## src/hdl/sll_pkg.sv

```systemverilog
// Shared constants and types for the sequential list engine.
`default_nettype none
package sll_pkg;

  localparam int CAPACITY = 16;
  localparam int IDX_W    = (CAPACITY > 1) ? $clog2(CAPACITY) : 1;
  localparam int CNT_W    = $clog2(CAPACITY + 1);
  localparam int CMP_W    = ((CNT_W > 8) ? CNT_W : 8) + 1;

  typedef enum logic [2:0] {
    REQ_CLEAR  = 3'd0,
    REQ_GET    = 3'd1,
    REQ_FIND   = 3'd2,
    REQ_INSERT = 3'd3,
    REQ_DELETE = 3'd4
  } req_t;

  typedef enum logic [1:0] {
    CELL_HOLD  = 2'd0,
    CELL_LOAD  = 2'd1,
    CELL_LEFT  = 2'd2,
    CELL_RIGHT = 2'd3
  } cell_cmd_t;

  typedef struct packed {
    cell_cmd_t cmd;
    logic      active;
  } cell_ctl_t;

endpackage
`default_nettype wire

```

## src/hdl/sequential_list_engine.sv

```systemverilog
// Top level of the sequential list engine: request decode, cell row and result register.
//
// Usage: requests arrive on the in_ channel (in_req_type, in_position, in_value)
// and each transfer produces exactly one result on the out_ channel (out_status,
// out_elem_out, out_found_pos, out_count, out_is_empty). A transfer happens on a
// rising edge with valid high and stall low.
// The output register loads on the edge of the request's transfer and the
// result can transfer on the next edge. Throughput is one request per cycle
// while the receiver does not stall; the row of cells shifts or compares every
// slot in the same cycle, so insert, delete and find all complete in a single step regardless of position.
// When the receiver stalls, the result register holds and in_stall rises, so
// no further request is taken until the pending result is transferred.
// Reset (rst_n low, synchronous) empties the list and drops any pending result;
// element contents are not cleared and are never read before being written.
// Positions are 1-based; out-of-range, full, empty and unmatched requests
// return status 1 and leave the list unchanged.
`default_nettype none
module sequential_list_engine (
  input  wire logic              clk,
  input  wire logic              rst_n,
  input  wire logic              in_valid,
  output logic                   in_stall,
  input  wire logic [2:0]        in_req_type,
  input  wire logic [7:0]        in_position,
  input  wire logic signed [31:0] in_value,
  output logic                   out_valid,
  input  wire logic              out_stall,
  output logic                   out_status,
  output logic signed [31:0]     out_elem_out,
  output logic [4:0]             out_found_pos,
  output logic [4:0]             out_count,
  output logic                   out_is_empty
);

  localparam int CAP   = sll_pkg::CAPACITY;
  localparam int CNT_W = sll_pkg::CNT_W;
  localparam int CMP_W = sll_pkg::CMP_W;
  localparam int IDX_W = sll_pkg::IDX_W;

  logic [CNT_W-1:0]   fill_r;
  logic [CNT_W-1:0]   fill_nxt;
  logic               out_valid_r;
  logic               out_status_r;
  logic signed [31:0] out_elem_r;
  logic [4:0]         out_found_r;

  logic               accept;
  logic [CMP_W-1:0]   pos_w;
  logic [CMP_W-1:0]   fill_w;
  logic [CMP_W-1:0]   pos_m1;
  logic               pos_nz;
  logic               rd_ok;
  logic               ins_ok;
  logic               do_ins;
  logic               do_del;
  logic               status_nxt;
  logic signed [31:0] elem_nxt;
  logic [CNT_W-1:0]   found_idx;
  logic               any_hit;

  sll_pkg::cell_ctl_t cell_ctl  [CAP];
  logic signed [31:0] cell_data [CAP];
  logic               cell_first[CAP];
  logic               hit       [CAP+1];

  assign in_stall = out_valid_r && out_stall;
  assign accept   = in_valid && !in_stall;

  assign pos_w  = CMP_W'(in_position);
  assign fill_w = CMP_W'(fill_r);
  assign pos_m1 = pos_w - CMP_W'(1);
  assign pos_nz = (in_position != 8'd0);
  assign rd_ok  = pos_nz && (pos_w <= fill_w);
  assign ins_ok = (fill_w < CMP_W'(CAP)) && pos_nz && (pos_w <= fill_w + CMP_W'(1));
  assign do_ins = accept && (in_req_type == sll_pkg::REQ_INSERT) && ins_ok;
  assign do_del = accept && (in_req_type == sll_pkg::REQ_DELETE) && rd_ok;

  assign hit[0] = 1'b0;

  for (genvar i = 0; i < CAP; i++) begin : g_cell
    localparam logic [CMP_W-1:0] IDX = CMP_W'(i);

    always_comb begin
      cell_ctl[i].active = (IDX < fill_w);
      priority if (do_ins && IDX == pos_m1) begin
        cell_ctl[i].cmd = sll_pkg::CELL_LOAD;
      end else if (do_ins && IDX > pos_m1 && IDX <= fill_w) begin
        cell_ctl[i].cmd = sll_pkg::CELL_LEFT;
      end else if (do_del && IDX >= pos_m1 && IDX + CMP_W'(1) < fill_w) begin
        cell_ctl[i].cmd = sll_pkg::CELL_RIGHT;
      end else begin
        cell_ctl[i].cmd = sll_pkg::CELL_HOLD;
      end
    end

    sll_cell u_cell (
      .clk        (clk),
      .ctl        (cell_ctl[i]),
      .load_data  (in_value),
      .left_data  (cell_data[(i == 0) ? 0 : i - 1]),
      .right_data (cell_data[(i == CAP - 1) ? i : i + 1]),
      .key        (in_value),
      .hit_in     (hit[i]),
      .data       (cell_data[i]),
      .hit_out    (hit[i+1]),
      .first      (cell_first[i])
    );
  end

  always_comb begin
    found_idx = '0;
    for (int i = 0; i < CAP; i++) begin
      if (cell_first[i]) begin
        found_idx = found_idx | CNT_W'(i + 1);
      end
    end
  end

  assign any_hit = hit[CAP];

  always_comb begin
    status_nxt = 1'b1;
    elem_nxt   = '0;
    fill_nxt   = fill_r;
    unique case (in_req_type)
      sll_pkg::REQ_CLEAR: begin
        status_nxt = 1'b0;
        fill_nxt   = '0;
      end
      sll_pkg::REQ_GET: begin
        if (rd_ok) begin
          status_nxt = 1'b0;
          elem_nxt   = cell_data[pos_m1[IDX_W-1:0]];
        end
      end
      sll_pkg::REQ_FIND: begin
        status_nxt = !any_hit;
      end
      sll_pkg::REQ_INSERT: begin
        if (ins_ok) begin
          status_nxt = 1'b0;
          fill_nxt   = fill_r + CNT_W'(1);
        end
      end
      sll_pkg::REQ_DELETE: begin
        if (rd_ok) begin
          status_nxt = 1'b0;
          elem_nxt   = cell_data[pos_m1[IDX_W-1:0]];
          fill_nxt   = fill_r - CNT_W'(1);
        end
      end
      default: begin
        status_nxt = 1'b1;
      end
    endcase
  end

  always_ff @(posedge clk) begin
    if (!rst_n) begin
      fill_r      <= '0;
      out_valid_r <= 1'b0;
    end else begin
      if (accept) begin
        fill_r      <= fill_nxt;
        out_valid_r <= 1'b1;
      end else if (!out_stall) begin
        out_valid_r <= 1'b0;
      end
    end
  end

  always_ff @(posedge clk) begin
    if (accept) begin
      out_status_r <= status_nxt;
      out_elem_r   <= elem_nxt;
      out_found_r  <= (in_req_type == sll_pkg::REQ_FIND) ? 5'(found_idx) : 5'd0;
    end
  end

  assign out_valid     = out_valid_r;
  assign out_status    = out_status_r;
  assign out_elem_out  = out_elem_r;
  assign out_found_pos = out_found_r;
  assign out_count     = 5'(fill_r);
  assign out_is_empty  = (fill_r == '0);

endmodule
`default_nettype wire

```

## src/hdl/sll_cell.sv

```systemverilog
// One list slot: holds an element, shifts with its neighbors, compares against the key.
`default_nettype none
module sll_cell (
  input  wire logic              clk,
  input  wire sll_pkg::cell_ctl_t ctl,
  input  wire logic signed [31:0] load_data,
  input  wire logic signed [31:0] left_data,
  input  wire logic signed [31:0] right_data,
  input  wire logic signed [31:0] key,
  input  wire logic              hit_in,
  output logic signed [31:0]     data,
  output logic                   hit_out,
  output logic                   first
);

  logic signed [31:0] data_r;
  logic signed [31:0] data_nxt;
  logic               match;

  always_comb begin
    unique case (ctl.cmd)
      sll_pkg::CELL_HOLD:  data_nxt = data_r;
      sll_pkg::CELL_LOAD:  data_nxt = load_data;
      sll_pkg::CELL_LEFT:  data_nxt = left_data;
      sll_pkg::CELL_RIGHT: data_nxt = right_data;
      default:             data_nxt = data_r;
    endcase
  end

  always_ff @(posedge clk) begin
    data_r <= data_nxt;
  end

  assign match   = ctl.active && (data_r == key);
  assign first   = match && !hit_in;
  assign hit_out = hit_in || match;
  assign data    = data_r;

endmodule
`default_nettype wire

```

## config.mk

```make
export PLATFORM = sky130hd
export DESIGN_NAME = sequential_list_engine
export DESIGN_NICKNAME = d
export VERILOG_FILES = /design/src/hdl/sll_pkg.sv /design/src/hdl/sequential_list_engine.sv /design/src/hdl/sll_cell.sv
export SDC_FILE = /design/constraint.sdc
export NUM_CORES = 2
export LEC_CHECK = 0
export BUFFER_PORTS_ARGS = -buffer_cell sky130_fd_sc_hd__buf_2
export CORE_UTILIZATION = 30
export CTS_CLUSTER_SIZE = 8
export DETAILED_ROUTE_END_ITERATION = 10
export GPL_ROUTABILITY_DRIVEN = 0
export PLACE_DENSITY = 0.41
export SLEW_MARGIN = 0
export SYNTH_ARGS = -nofsm -noshare
export SYNTH_HDL_FRONTEND = slang
export SYNTH_HIERARCHICAL = 1
export SYNTH_SLANG_ARGS = --single-unit
```

## constraint.sdc

```tcl
create_clock -name clk -period 14 [get_ports clk]
set_input_delay 2.8 -clock clk [delete_from_list [all_inputs] [get_ports clk]]
set_output_delay 2.8 -clock clk [all_outputs]
set_load 0.1 [all_outputs]
```

==> impl_metrics.sql <==
INSERT INTO impl_metrics (metric_group, metric, value, unit) VALUES
('logic_synthesis', 'yosys.cell_types.count', '69', ''),
('detailed_routing', 'finalWirelength', '164', 'mm'),
('critical_path', 'crit_path_max_fanout', '32', ''),
('layout', 'final_nets', '3836', ''),
('die', 'rows', '132', ''),
('sta', 'max_clock_freq', '0.135', 'GHz'),
('detailed_routing', 'detailedRoute.firstIterationViolations', '2458', ''),
('logic_synthesis', 'synth.ff_latch_count', '556', ''),
('sta', 'finalClockSkew', '0.0297', 'ns'),
('detailed_routing', 'via_per_inst', '5.45', ''),
('clock_tree', 'clock_latency', '0.67', 'ns'),
('detailed_routing', 'drt_pass1_iterations', '8', ''),
('critical_path', 'critPathCaptureType', 'flip-flop', ''),
('layout', 'post_route_cells_drive_above_1_share', '0.131', ''),
('die', 'placeableCoreArea', '0.130', 'mm^2'),
('status', 'run_status', 'finished clean', ''),
('detailed_routing', 'ant_nets', '0', ''),
('power', 'power', '4.21', 'mW'),
('logic_synthesis', 'ys_warn_count', '6', ''),
('die', 'die_h', '365', 'um'),
('power', 'cellPowerDensity', '94.6', 'mW/mm^2'),
('global_routing', 'antenna_found_initial', '9', ''),
('detailed_routing', 'routed-via-count', '30200', ''),
('critical_path', 'critPathMostFrequentCell', 'sky130_fd_sc_hd__o31ai_2', ''),
('power', 'worst_ir_drop_vdd', '0.0000799', 'V'),
('critical_path', 'critPathSlowestCell', 'sky130_fd_sc_hd__buf_2', ''),
('sta', 'worst-slew-pin-transition', '1.19', 'ns'),
('clock_tree', 'cts_tree', 'built', ''),
('critical_path', 'criticalPathCategory', 'in2reg', ''),
('layout', 'flow.area_growth_from_synthesis', '12.6', '%'),
('detailed_routing', 'post_drt_wl_per_cell', '29.6', 'um'),
('clock_tree', 'ctsResizeCount', '0', ''),
('detailed_routing', 'drcViolationCount', '0', ''),
('sta', 'grt_setup_unrepaired', 'no', ''),
('clock_tree', 'clock_sink_count', '556', ''),
('worst_hold_path', 'min_path_cells', '2', ''),
('run', 'max_cap_violations', '0', ''),
('critical_path', 'timing.critical_path.arrival', '7.81', 'ns'),
('clock_tree', 'cts_buffer_depth', '3', ''),
('clock_tree', 'cts_made_buffers', '82', ''),
('layout', 'layout_common_cells', '608 x sky130_fd_sc_hd__mux2i_1, 550 x sky130_fd_sc_hd__edfxtp_1, 542 x sky130_fd_sc_hd__a21oi_1', ''),
('global_routing', 'grt_remaining_overflow', '0', ''),
('sta', 'fin_setup_tns', '0', 'ns'),
('placed_design', 'portBuffers', '92', ''),
('placed_design', 'dpl.hpwl', '115', 'mm'),
('logic_synthesis', 'syn-instance-count', '3742', ''),
('die', 'die_width', '365', 'um'),
('worst_hold_path', 'hold_path.startpoint', 'out_valid$_SDFFE_PN0P_', ''),
('die', 'dieArea', '0.133', 'mm^2'),
('sta', 'slew_headroom', '0.204', ''),
('layout', 'antenna_cells_inserted', '0', ''),
('sta', 'finalCritPeriodShare', '0.529', ''),
('layout', 'fillers', '13200', ''),
('critical_path', 'regToRegStartpoint', 'out_count[1]$_SDFFE_PN0P_', ''),
('clock_tree', 'cts_root_buf', 'sky130_fd_sc_hd__clkbuf_16', ''),
('worst_hold_path', 'hold-path-endpoint', 'out_valid$_SDFFE_PN0P_', ''),
('logic_synthesis', 'synth.cell_area', '0.0395', 'mm^2'),
('clock_tree', 'clkTransAtPathRegs', '0.05', 'ns'),
('logic_synthesis', 'post_synth.cell_area_avg', '10.6', 'um^2'),
('worst_hold_path', 'holdCritPathClass', 'reg2reg', ''),
('critical_path', 'cp-start-kind', 'primary input', ''),
('global_routing', 'first_global_vias', '29900', ''),
('logic_synthesis', 'portion_of_the_post_synthesis_area_used_by_sequential_elements', '0.421', ''),
('layout', 'layout_commonest_cell', 'sky130_fd_sc_hd__mux2i_1', ''),
('critical_path', 'reg2reg_setup_slack', '7.84', 'ns'),
('critical_path', 'critPathLaunch', 'in_value[14]', ''),
('clock_tree', 'hold_buffers', '0', ''),
('sta', 'period_minus_slack', '7.41', 'ns'),
('die', 'starting_density_of_the_core', '0.304', ''),
('sta', 'setup_viol_count_final', '0', ''),
('global_routing', 'largest_net_degree_at_the_start_of_global_routing', '97', '');
## flip-flops by register name (all words and copies together) (netlist names)
name,cells
out_count,5
out_status,1
out_found_pos,5
out_elem_out,32
out_valid,1
g_cell.u_cell/data,512
## cell usage after synthesis (19+ instances only)
master / instances / area, um^2
sky130_fd_sc_hd__buf_2: 77 / 385
sky130_fd_sc_hd__nand2b_1: 20 / 125
sky130_fd_sc_hd__or2_2: 19 / 119
sky130_fd_sc_hd__xor2_1: 259 / 2270
sky130_fd_sc_hd__ha_1: 19 / 238
sky130_fd_sc_hd__mux2i_1: 608 / 6090
sky130_fd_sc_hd__clkbuf_1: 158 / 593
sky130_fd_sc_hd__o21ai_0: 37 / 185
sky130_fd_sc_hd__o221ai_1: 19 / 166
sky130_fd_sc_hd__nor4_1: 73 / 457
sky130_fd_sc_hd__a21oi_1: 564 / 2820
sky130_fd_sc_hd__nand2_1: 73 / 274
sky130_fd_sc_hd__xnor2_1: 216 / 1890
sky130_fd_sc_hd__nor2_1: 533 / 2000
sky130_fd_sc_hd__o22ai_1: 22 / 138
sky130_fd_sc_hd__o2111ai_1: 20 / 175
sky130_fd_sc_hd__nand4_1: 68 / 425
sky130_fd_sc_hd__edfxtp_1: 550 / 16500
sky130_fd_sc_hd__mux4_2: 106 / 2390
sky130_fd_sc_hd__nand3_1: 19 / 95.1
sky130_fd_sc_hd__inv_1: 75 / 282
sky130_fd_sc_hd__and2_1: 21 / 131
## cell type report
type	count	area, um^2	area share
well taps	1742	2180	0.0490
flip-flops and latches	556	16600	0.374
clock inverters	9	85.1	0.00191
repair buffers	190	1220	0.0274
inverters	76	285	0.00641
clock buffers	103	2150	0.0484
multi-input cells	2864	21900	0.493
## where the power goes
| part | internal, mW | switching [mW] | total, mW |
|---|---|---|---|
| combinational | 0.167 | 0.333 | 0.500 |
| sequential | 1.84 | 0.00283 | 1.84 |
| clock | 1.07 | 0.803 | 1.87 |
## worst max-delay path, delay by kind of cell
kind	cells	cell delay, ns
and+or+nand+nor	3	0.84
xor gates and xnor gates	1	0.14
buffers and inverters	16	2.01
AOI/OAI and AO/OA	18	2.02
## metrics by stage
step                utilization  setup slack (ns)  area (um^2)  hold slack, ns  std cells
floorplan                     -              6.97        39500           0.669       3743
global placement          0.325              6.00        42200           0.584       5428
detailed placement        0.325              5.98        42200           0.598       5428
CTS                       0.342              6.67        44500           0.611       5540
global route              0.342              6.14        44500           0.668       5540
finish                    0.342              6.59        44500           0.604       5540
## logic make-up (layout without fill, tap and decap cells)
family | Yosys count | after routing | share of synthesized area
mux | 715 | 715 | 0.215
compound gates | 738 | 738 | 0.106
other cells | 1 | 2 | 0.0000950
buf+inv | 323 | 378 | 0.0337
simple gates | 914 | 914 | 0.112
fa+ha+maj | 20 | 20 | 0.00627
flops | 556 | 556 | 0.421
xor+xnor | 475 | 475 | 0.105
## per-layer routing
metal | global-route usage | vias up | share of wire
li1 | - | 14000 | -
met1 | 0.318 | 15200 | 0.44
met2 | 0.417 | 865 | 0.49
met3 | 0.0253 | 206 | 0.038
met4 | 0.0768 | 0 | 0.033
met5 | 0 | - | 0
## how the worst max path moves through the flow
stage | end | slack (ns) | cells past startpoint
floorplan | g_cell[4].u_cell/data[0]$_DFFE_PP_ | 6.97 | 16
CTS | out_status$_DFFE_PP_ | 6.67 | 38
global route | out_status$_DFFE_PP_ | 6.14 | 38
finish | out_status$_DFFE_PP_ | 6.59 | 38
global placement | out_status$_DFFE_PP_ | 6.00 | 39
detailed placement | out_status$_DFFE_PP_ | 5.98 | 38
Power figures use the tool's default switching activity.
